$ cat src/rtl/stb_pkg.sv
// ----------------------------------------------------------------------------
// stb_pkg
// Shared types and constants of the software timer bank: request codes,
// status codes, per-slot cell operations and the slot status bundle.
// ----------------------------------------------------------------------------
`default_nettype none

package stb_pkg;

  // Widest bank the index helpers below cover.
  localparam int MaxSlots = 64;
  // Largest number of fired slots reported by one elapse item.
  localparam int MaxResults = 16;
  localparam int ResCntW = $clog2(MaxResults);

  typedef enum logic [2:0] {
    REQ_ALLOC      = 3'd0,
    REQ_FREE       = 3'd1,
    REQ_START_ONE  = 3'd2,
    REQ_START_PER  = 3'd3,
    REQ_STOP       = 3'd4,
    REQ_RELOAD     = 3'd5,
    REQ_ELAPSE     = 3'd6
  } req_e;

  typedef enum logic [1:0] {
    ST_OK   = 2'd0,
    ST_FULL = 2'd1,
    ST_BAD  = 2'd2
  } status_e;

  typedef enum logic [2:0] {
    OP_NONE      = 3'd0,
    OP_ALLOC     = 3'd1,
    OP_FREE      = 3'd2,
    OP_START_ONE = 3'd3,
    OP_START_PER = 3'd4,
    OP_STOP      = 3'd5,
    OP_RELOAD    = 3'd6
  } cell_op_e;

  // What one slot cell reports to the controller.
  typedef struct packed {
    logic used;
    logic active;
    logic fire;   // pending expiry reported while the walk token is here
    logic drop;   // a one-shot timer left the active set during the walk
  } cell_stat_t;

  // Index of the lowest set bit; zero when no bit is set.
  function automatic logic [5:0] lowest_set(input logic [MaxSlots-1:0] v);
    logic [5:0] idx;
    idx = '0;
    for (int i = MaxSlots - 1; i >= 0; i--) begin
      if (v[i]) begin
        idx = 6'(i);
      end
    end
    return idx;
  endfunction

endpackage

`default_nettype wire

$ cat src/rtl/stb_cell.sv
// ----------------------------------------------------------------------------
// stb_cell
// One timer slot: its flags, period and counter. A command updates the cell
// when it is selected; an elapse walk updates it when the token arrives, and
// the token moves on to the next cell in the following cycle.
// ----------------------------------------------------------------------------
`default_nettype none

module stb_cell import stb_pkg::*; #(
  parameter int PERIOD_BITS = 16
) (
  input  wire logic                   clk_i,
  input  wire logic                   rst_ni,
  input  wire cell_op_e               op_i,
  input  wire logic                   sel_i,
  input  wire logic [PERIOD_BITS-1:0] period_i,
  input  wire logic                   tok_i,
  input  wire logic [31:0]            diff_i,
  output logic                        tok_o,
  output cell_stat_t                  stat_o
);

  logic used_q, used_d;
  logic active_q, active_d;
  logic periodic_q, periodic_d;
  logic pending_q, pending_d;
  logic tok_q;
  logic [PERIOD_BITS-1:0] period_q, period_d;
  logic [PERIOD_BITS-1:0] count_q, count_d;

  logic fire, oneshot_done, act_mid, ge;
  logic [PERIOD_BITS-1:0] cnt_mid, cnt_sub;

  assign fire         = tok_i & used_q & pending_q;
  assign oneshot_done = fire & ~periodic_q;
  assign act_mid      = active_q & ~oneshot_done;
  assign cnt_mid      = oneshot_done ? period_q : count_q;
  assign ge           = 32'(cnt_mid) >= diff_i;
  assign cnt_sub      = cnt_mid - PERIOD_BITS'(diff_i);

  always_comb begin
    used_d     = used_q;
    active_d   = active_q;
    periodic_d = periodic_q;
    pending_d  = pending_q;
    period_d   = period_q;
    count_d    = count_q;

    if (tok_i && used_q) begin
      if (fire) begin
        pending_d = 1'b0;
      end
      active_d = act_mid;
      count_d  = cnt_mid;
      if (act_mid) begin
        if (ge) begin
          if (cnt_sub == '0) begin
            count_d   = period_q;
            pending_d = 1'b1;
          end else begin
            count_d = cnt_sub;
          end
        end else begin
          // Overshoot: the counter stays at zero until reloaded.
          count_d   = '0;
          pending_d = 1'b1;
        end
      end
    end

    if (sel_i) begin
      case (op_i)
        OP_ALLOC: begin
          used_d     = 1'b1;
          period_d   = period_i;
          count_d    = period_i;
          active_d   = 1'b0;
          periodic_d = 1'b0;
          pending_d  = 1'b0;
        end
        OP_FREE: begin
          used_d     = 1'b0;
          active_d   = 1'b0;
          periodic_d = 1'b0;
          pending_d  = 1'b0;
        end
        OP_START_ONE: begin
          count_d    = period_q;
          periodic_d = 1'b0;
          active_d   = 1'b1;
        end
        OP_START_PER: begin
          count_d    = period_q;
          periodic_d = 1'b1;
          active_d   = 1'b1;
        end
        OP_STOP: begin
          count_d  = period_q;
          active_d = 1'b0;
        end
        OP_RELOAD: begin
          count_d = period_q;
        end
        default: begin
        end
      endcase
    end
  end

  always_ff @(posedge clk_i or negedge rst_ni) begin
    if (!rst_ni) begin
      used_q     <= 1'b0;
      active_q   <= 1'b0;
      periodic_q <= 1'b0;
      pending_q  <= 1'b0;
      tok_q      <= 1'b0;
    end else begin
      used_q     <= used_d;
      active_q   <= active_d;
      periodic_q <= periodic_d;
      pending_q  <= pending_d;
      tok_q      <= tok_i;
    end
  end

  always_ff @(posedge clk_i) begin
    period_q <= period_d;
    count_q  <= count_d;
  end

  assign tok_o         = tok_q;
  assign stat_o.used   = used_q;
  assign stat_o.active = active_q;
  assign stat_o.fire   = fire;
  assign stat_o.drop   = oneshot_done & active_q;

endmodule

`default_nettype wire

$ cat src/rtl/software_timer_bank.sv
// ----------------------------------------------------------------------------
// software_timer_bank
// Bank of countdown timers held in a row of slot cells, with a controller
// that decodes commands, walks the cells on elapse and reports fired slots.
// ----------------------------------------------------------------------------
// Usage: the request channel (in_valid_i/in_ready_o) carries one command
// item; the result channel (out_valid_o/out_ready_i) returns its results.
// Every command but elapse returns one result with last_o set. An elapse
// with a nonzero tick count returns one result per fired slot in slot order
// (at most 16), last_o on the final one, or a single plain result if none
// fired. active_count_o is the active timer count after the whole item.
// A command is latched on acceptance and its result is registered from the
// execute step; a new item is taken only once the block is back in idle. An
// elapse passes a token down the slot chain, one cell per cycle, and then
// reports its results one by one from the report step.
// The output register frees the request side: an item is accepted while the
// previous result still waits; a stalled receiver holds the block in its
// command or report step until the result register drains.
// Reset clears all slots to unallocated and the active count to zero.
// ----------------------------------------------------------------------------
`default_nettype none

module software_timer_bank import stb_pkg::*; #(
  parameter int NUM_SLOTS   = 16,
  parameter int PERIOD_BITS = 16
) (
  input  wire logic        clk_i,
  input  wire logic        rst_ni,
  input  wire logic        in_valid_i,
  output logic             in_ready_o,
  input  wire logic [2:0]  req_type_i,
  input  wire logic [3:0]  slot_index_i,
  input  wire logic [15:0] period_value_i,
  input  wire logic [31:0] elapsed_ticks_i,
  output logic             out_valid_o,
  input  wire logic        out_ready_i,
  output logic [1:0]       status_o,
  output logic [3:0]       result_slot_o,
  output logic             fired_valid_o,
  output logic [4:0]       active_count_o,
  output logic             last_o
);

  localparam int IdxW = (NUM_SLOTS > 1) ? $clog2(NUM_SLOTS) : 1;
  localparam int CntW = $clog2(NUM_SLOTS + 1);

  typedef enum logic [3:0] {
    S_IDLE = 4'b0001,
    S_EXEC = 4'b0010,
    S_WALK = 4'b0100,
    S_EMIT = 4'b1000
  } state_e;

  state_e state_q, state_d;

  // Latched request.
  logic [2:0]  req_q;
  logic [3:0]  slot_q;
  logic [15:0] period_q;
  logic [31:0] diff_q;

  logic [CntW-1:0]      active_total_q, active_total_d;
  logic [NUM_SLOTS-1:0] fire_mask_q, fire_mask_d;
  logic [ResCntW-1:0]   nres_q, nres_d;

  // Result register.
  logic       out_valid_q, out_load;
  logic [1:0] status_q, status_d;
  logic [3:0] rslot_q, rslot_d;
  logic       fired_q, fired_d;
  logic [4:0] act_q, act_d;
  logic       last_q, last_d;

  // Cell row.
  logic [NUM_SLOTS:0]   tok;
  logic                 tok_start;
  cell_stat_t           stat [NUM_SLOTS];
  logic [NUM_SLOTS-1:0] used_vec, active_vec, fire_vec, drop_vec, sel_vec;
  cell_op_e             cell_op;
  logic [PERIOD_BITS-1:0] cell_period;

  logic in_fire, out_free;
  logic [NUM_SLOTS-1:0] free_vec, free_low, emit_low, emit_rest;
  logic [IdxW-1:0] sel_idx, alloc_idx, emit_idx;
  logic slot_ok, sel_active, emit_last;
  logic [CntW-1:0] total_next;

  assign in_ready_o = (state_q == S_IDLE);
  assign in_fire    = in_valid_i & in_ready_o;
  assign out_free   = ~out_valid_q | out_ready_i;

  assign tok[0] = tok_start;

  for (genvar i = 0; i < NUM_SLOTS; i++) begin : g_cell
    stb_cell #(
      .PERIOD_BITS (PERIOD_BITS)
    ) u_cell (
      .clk_i    (clk_i),
      .rst_ni   (rst_ni),
      .op_i     (cell_op),
      .sel_i    (sel_vec[i]),
      .period_i (cell_period),
      .tok_i    (tok[i]),
      .diff_i   (diff_q),
      .tok_o    (tok[i+1]),
      .stat_o   (stat[i])
    );
    assign used_vec[i]   = stat[i].used;
    assign active_vec[i] = stat[i].active;
    assign fire_vec[i]   = stat[i].fire;
    assign drop_vec[i]   = stat[i].drop;
  end

  assign cell_period = PERIOD_BITS'(period_q);

  assign free_vec  = ~used_vec;
  assign free_low  = free_vec & (~free_vec + NUM_SLOTS'(1));
  assign alloc_idx = IdxW'(lowest_set(MaxSlots'(free_vec)));
  assign sel_idx   = IdxW'(slot_q);
  assign slot_ok   = (32'(slot_q) < NUM_SLOTS) && used_vec[sel_idx];
  assign sel_active = active_vec[sel_idx];

  assign emit_low  = fire_mask_q & (~fire_mask_q + NUM_SLOTS'(1));
  assign emit_rest = fire_mask_q & ~emit_low;
  assign emit_idx  = IdxW'(lowest_set(MaxSlots'(fire_mask_q)));
  assign emit_last = (emit_rest == '0) || (nres_q == ResCntW'(MaxResults - 1));

  function automatic logic [4:0] sat_count(input logic [CntW-1:0] v);
    return (32'(v) > 31) ? 5'd31 : 5'(v);
  endfunction

  always_comb begin
    state_d        = state_q;
    active_total_d = active_total_q;
    fire_mask_d    = fire_mask_q;
    nres_d         = nres_q;
    out_load       = 1'b0;
    status_d       = ST_OK;
    rslot_d        = '0;
    fired_d        = 1'b0;
    act_d          = sat_count(active_total_q);
    last_d         = 1'b1;
    cell_op        = OP_NONE;
    sel_vec        = '0;
    tok_start      = 1'b0;
    total_next     = active_total_q;

    case (state_q)
      S_IDLE: begin
        if (in_fire) begin
          state_d = S_EXEC;
        end
      end

      S_EXEC: begin
        nres_d = '0;
        if (req_q == REQ_ELAPSE && diff_q != '0) begin
          tok_start = 1'b1;
          state_d   = S_WALK;
        end else if (out_free) begin
          out_load = 1'b1;
          state_d  = S_IDLE;
          case (req_q)
            REQ_ALLOC: begin
              if (free_vec != '0) begin
                cell_op = OP_ALLOC;
                sel_vec = free_low;
                rslot_d = 4'(alloc_idx);
              end else begin
                status_d = ST_FULL;
              end
            end
            REQ_FREE, REQ_START_ONE, REQ_START_PER, REQ_STOP, REQ_RELOAD: begin
              if (slot_ok) begin
                sel_vec = NUM_SLOTS'(1) << sel_idx;
                case (req_q)
                  REQ_FREE: begin
                    cell_op = OP_FREE;
                    if (sel_active) total_next = active_total_q - CntW'(1);
                  end
                  REQ_START_ONE: begin
                    cell_op = OP_START_ONE;
                    if (!sel_active) total_next = active_total_q + CntW'(1);
                  end
                  REQ_START_PER: begin
                    cell_op = OP_START_PER;
                    if (!sel_active) total_next = active_total_q + CntW'(1);
                  end
                  REQ_STOP: begin
                    cell_op = OP_STOP;
                    if (sel_active) total_next = active_total_q - CntW'(1);
                  end
                  default: begin
                    cell_op = OP_RELOAD;
                  end
                endcase
              end else begin
                status_d = ST_BAD;
              end
            end
            default: begin
            end
          endcase
          active_total_d = total_next;
          act_d          = sat_count(total_next);
        end
      end

      S_WALK: begin
        if (tok[NUM_SLOTS]) begin
          state_d = S_EMIT;
        end
      end

      S_EMIT: begin
        if (out_free) begin
          out_load = 1'b1;
          if (fire_mask_q == '0) begin
            state_d = S_IDLE;
          end else begin
            rslot_d = 4'(emit_idx);
            fired_d = 1'b1;
            last_d  = emit_last;
            nres_d  = nres_q + ResCntW'(1);
            if (emit_last) begin
              // Fired slots beyond the report limit are dropped here.
              fire_mask_d = '0;
              state_d     = S_IDLE;
            end else begin
              fire_mask_d = emit_rest;
            end
          end
        end
      end

      default: begin
        state_d = S_IDLE;
      end
    endcase

    // Walk bookkeeping: the token sits in at most one cell in any cycle.
    if (state_q == S_EXEC || state_q == S_WALK) begin
      fire_mask_d = fire_mask_q | fire_vec;
      if (drop_vec != '0) begin
        active_total_d = active_total_q - CntW'(1);
      end
    end
  end

  always_ff @(posedge clk_i or negedge rst_ni) begin
    if (!rst_ni) begin
      state_q        <= S_IDLE;
      active_total_q <= '0;
      fire_mask_q    <= '0;
      nres_q         <= '0;
      out_valid_q    <= 1'b0;
    end else begin
      state_q        <= state_d;
      active_total_q <= active_total_d;
      fire_mask_q    <= fire_mask_d;
      nres_q         <= nres_d;
      if (out_load) begin
        out_valid_q <= 1'b1;
      end else if (out_ready_i) begin
        out_valid_q <= 1'b0;
      end
    end
  end

  always_ff @(posedge clk_i) begin
    if (in_fire) begin
      req_q    <= req_type_i;
      slot_q   <= slot_index_i;
      period_q <= period_value_i;
      diff_q   <= elapsed_ticks_i;
    end
    if (out_load) begin
      status_q <= status_d;
      rslot_q  <= rslot_d;
      fired_q  <= fired_d;
      act_q    <= act_d;
      last_q   <= last_d;
    end
  end

  assign out_valid_o    = out_valid_q;
  assign status_o       = status_q;
  assign result_slot_o  = rslot_q;
  assign fired_valid_o  = fired_q;
  assign active_count_o = act_q;
  assign last_o         = last_q;

`ifndef SYNTHESIS
  a_fire_ok: assert property (@(posedge clk_i) disable iff (!rst_ni)
    out_valid_o && fired_valid_o |-> status_o == ST_OK)
    else $error("fired result carries a non-ok status");

  a_one_token: assert property (@(posedge clk_i) disable iff (!rst_ni)
    $onehot0(tok))
    else $error("more than one walk token in the slot chain");

  a_idle_clear: assert property (@(posedge clk_i) disable iff (!rst_ni)
    state_q == S_IDLE |-> fire_mask_q == '0)
    else $error("fired slots left unreported at idle");

  a_total_range: assert property (@(posedge clk_i) disable iff (!rst_ni)
    32'(active_total_q) <= NUM_SLOTS)
    else $error("active timer count exceeds the number of slots");
`endif

endmodule

`default_nettype wire
$ cat config.mk
export PLATFORM = sky130hd
export DESIGN_NAME = software_timer_bank
export DESIGN_NICKNAME = d
export VERILOG_FILES = /design/src/rtl/stb_pkg.sv /design/src/rtl/stb_cell.sv /design/src/rtl/software_timer_bank.sv
export SDC_FILE = /design/constraint.sdc
export NUM_CORES = 2
export LEC_CHECK = 0
export ABC_AREA = 1
export BUFFER_PORTS_ARGS = -buffer_cell sky130_fd_sc_hd__clkbuf_2
export CAP_MARGIN = 5
export CORE_ASPECT_RATIO = 1.5
export CORE_UTILIZATION = 45
export DETAILED_ROUTE_END_ITERATION = 16
export SLEW_MARGIN = 20
export SYNTH_ARGS = -nofsm -noshare
export SYNTH_HDL_FRONTEND = slang
export SYNTH_SLANG_ARGS = --single-unit
$ cat constraint.sdc
create_clock -name clk_i -period 9.3 [get_ports clk_i]
set_input_delay 0.93 -clock clk_i [delete_from_list [all_inputs] [get_ports clk_i]]
set_output_delay 0.93 -clock clk_i [all_outputs]
set_load 0.005 [all_outputs]
==> summary.txt <==
CTS
  – Total CTS buffers: 77
  – Hold Buf Count CTS: 0
  – Cts repair resizes: 0
  – Clock Path Buffers: 3
  – Clk Latency, worst-skew pair: 720 ps
  – CTS sink count: 690
  – CTS tree: yes
  – Clock transition at path regs: around 70 ps
  – Root Driver: clkbuf_16
  – H-tree levels: 3
  – Post-CTS setup buffers: 0

Critical path
  – WP data arrival: 6470 ps
  – Reg-to-reg setup timing slack: between 3000 and 4000 ps
  – Worst path max stage delay: between 800 and 900 ps
  – R2r startpoint: g_cell[14].u_cell.used_q
  – Crit start category: flop
  – Max FO, Critical Path: 33
  – Worst R2R Path Depth: 23
  – Slowest cell on crit path: nor2_1
  – Worst path cell trace: nand2_1, buf_4, nor2_1, nand2_2, o21ai_0, ha_1, inv_1, fa_1, nand2_1, nand3_1, nand3_1, nand2_1, nand2_1, nand3b_1, nand2_1, nand2_1, nor2_1, nand3_2, nand2_1, nand3_1, nand2_1, nand2_1, a21oi_1
  – FF-to-FF End: g_cell[14].u_cell.count_q[6]
  – CP Capture Type: flop
  – CP Data Required Time: between 9000 and 10000 ps
  – Most Frequent Cell on Critical Path: nand2_1
  – Setup Crit Path Kind: flop to flop

Pwr
  – Switching part of the total: just over 50%
  – Internal: roughly 9.4 mW
  – Leak Pwr: a little over 30 nW
  – Net switching power: between 9 and 10 mW
  – Sequential power share: roughly 23%
  – Clock power share: around 17%
  – Maximum VDD drop: just over 0.2 mV
  – Comb pwr share: between 60% and 70%
  – PD cells: 311 nW/um2

Cells and area
  – Final nets: between 9000 and 10000
  – Layout fillers: 12900
  – Share of cells above drive strength 1: under 10%
  – Synthesis-to-layout area growth: 7.87%
  – Commonest cells after routing, fill and taps aside: 3407 x nand2_1, 1096 x inv_1, 809 x nor2_1, 587 x a21oi_1, 529 x nand3_1
  – Commonest non-fill, non-tap cell in the layout: nand2_1

Placed design
  – RD Place Congestion: ~0.98
  – DP Wirelength: 156 mm
  – Number of port buffers: between 70 and 80
  – Dpl ws: 3220 ps

Synthesis
  – Post-synth EDFFs: approximately 320
  – Main flop type after synthesis: edfxtp_1
  – Register bit total from synthesis: 690
  – Area of the mapped netlist: 56200 um2
  – Synth Net Count: between 9000 and 10000
  – Cell count after synthesis: between 8000 and 9000
  – Yosys warns: 0
  – Seq/Total Area, Yosys: between 30% and 40%
  – Number of distinct library cells after synthesis: 70
  – Ys async rst share: between 10% and 20%
  – Post-Syn Area per Cell: roughly 6.3 um2

Job
  – Max-Cap Viols: 0

Hold path
  – Hold crit path type: input port to asynchronous set/reset pin

Routing
  – Vias per inst: between 5 and 6
  – DR WL met3: around 18 mm
  – DRT iter0 DRCs: 5974
  – Initial DRT Pass Iterations: 6
  – DRT antenna net count: 0
  – Max layer used: met4
  – Routed WL per cell: around 22 um
  – DRT Wirelength: 232 mm
  – Metal-1 WL: 87.3 mm
  – Via count: 60100
  – DR WL met2: approximately 110 mm
  – DRC: 0

STA
  – Final hold violations: 0
  – Final Setup Violations: 0
  – RSZ-0062 raised after global routing: no
  – Fin Setup TNS: 0 ps
  – Crit path time final: roughly 5800 ps
  – Tcrit/Tclk final: about 63%
  – Worst slew margin: roughly a fifth
  – Setup ws final: roughly 3500 ps
  – Worst Tran Pin Value: about 1200 ps
  – Pins Over Slew Limit: 0
  – F_max: roughly 170 MHz
  – Clock skew: roughly 33 ps

Global routing
  – First-pass GRT wire length: between 300 and 400 mm
  – Vias in the first global route: approximately 56000
  – GRT Total Usage: a little over a third
  – Antenna violations before repair: 25
  – Total gr overflow: 0
  – Largest net degree at the start of global routing: between 70 and 80

Floorplan
  – Core footprint: about 120000 um2
  – Rows: ~160
  – Top-Level Pins: between 70 and 80
  – Die Span X: 290 um
  – Die ar.: about 130000 um2
  – Starting Density: a little under half
  – DIE HEIGHT: 435 um

Run status
  – Outcome: finished, final reports clean
kinds of logic after synthesis:
family / after synthesis / synth area share (%)
and+or+nand+nor: 5315 / 39.8
AOI/OAI and AO/OA: 1195 / 11.3
DFF: 690 / 31.4
buffers and inverters: 1433 / 10.1
muxes: 33 / 0.655
xor gates and xnor gates: 29 / 0.452
adders and majority gates: 276 / 6.36
synthesized netlist by cell type (31+ instances only):
library cell / instances / area, um2
dfrtp_1: 109 / 2730
inv_1: 1112 / 4170
nand3_1: 534 / 2670
o21ai_0: 401 / 2010
buf_4: 35 / 263
ha_1: 260 / 3250
o21ai_1: 67 / 335
nand2_1: 3409 / 12800
and2_1: 31 / 194
nor2_1: 824 / 3090
clkbuf_1: 178 / 668
nor3_1: 39 / 195
buf_2: 66 / 330
nand3b_1: 63 / 473
edfxtp_1: 324 / 9730
nand4_1: 309 / 1930
dfxtp_1: 256 / 5120
a22oi_1: 33 / 248
a21oi_1: 587 / 2940
registers in the layout (all words and copies together), names as in the netlist, 2 cells and up:
register	flops
diff_q	32
g_cell.u_cell.active_q	16
g_cell.u_cell.count_q	256
state_q	4
g_cell.u_cell.tok_o	16
g_cell.u_cell.pending_q	16
active_count_o	5
req_q	3
result_slot_o	4
g_cell.u_cell.periodic_q	16
g_cell.u_cell.period_q	256
sel_idx	4
cell_period	16
g_cell.u_cell.used_q	16
fire_mask_q	16
status_o	2
active_total_q	5
nres_q	4
worst max-delay path: cells and delay by family (launching register included):
family                     cells  cell delay, ps
AOI/OAI and AO/OA              2             580
adders and majority gates      2             660
buffers and inverters          2             300
DFF                            1             450
and+or+nand+nor               17            3760
cell type report:
class                      count  area, um2  share of cell area, %
sequential                   690      17600                   29.1
tap                         1600       2000                   3.30
multi-input combinational   6848      33000                   54.4
clock inverter                43        453                  0.748
antenna                       13       32.5                 0.0537
clock buffer                 101       2110                   3.48
timing repair buffer         172       1110                   1.84
inverter                    1141       4300                   7.09
power by group through the flow:
stage / combinational (mW) / clock (mW) / sequential, mW
floorplan: 8.20 / 0 / 4.22
global placement: 11.0 / 0 / 4.26
detailed placement: 11.1 / 0 / 4.28
CTS: 11.2 / 3.26 / 4.22
global route: 12.8 / 3.36 / 4.30
finish: 11.4 / 3.24 / 4.24
metrics by stage:
| stage | total power [mW] | instances | hold slack [ps] | cell area, um2 | util (%) |
|---|---|---|---|---|---|
| global placement | 15.3 | 10500 | 354 | 58000 | 46.8 |
| CTS | 18.7 | 10600 | 210 | 60500 | 48.9 |
| finish | 18.8 | 10600 | 181 | 60600 | 49.0 |
| global route | 20.4 | 10600 | 235 | 60600 | 48.9 |
| floorplan | 12.4 | 8971 | 354 | 56200 | - |
| detailed placement | 15.4 | 10500 | 361 | 58000 | 46.8 |
layer usage:
| metal | track usage (%) | vias to the layer above |
|---|---|---|
| li1 | - | 28900 |
| met1 | 41.1 | 27800 |
| met2 | 60.1 | 2620 |
| met3 | 6.06 | 755 |
| met4 | 27.6 | 0 |
| met5 | 0 | - |
worst max-delay path by stage:
stage          cells after the start                           end                     start
6_report                          23  g_cell[14].u_cell.count_q[6]  g_cell[14].u_cell.used_q
5_1_grt                           24  g_cell[14].u_cell.count_q[6]  g_cell[14].u_cell.used_q
4_1_cts                           24  g_cell[14].u_cell.count_q[6]  g_cell[14].u_cell.used_q
3_5_place_dp                      24  g_cell[14].u_cell.count_q[6]  g_cell[14].u_cell.used_q
3_3_place_gp                      21  g_cell[14].u_cell.count_q[6]  g_cell[14].u_cell.used_q
2_1_floorplan                     31   g_cell[0].u_cell.count_q[5]                 diff_q[1]
(Power assumes the default switching activity.)
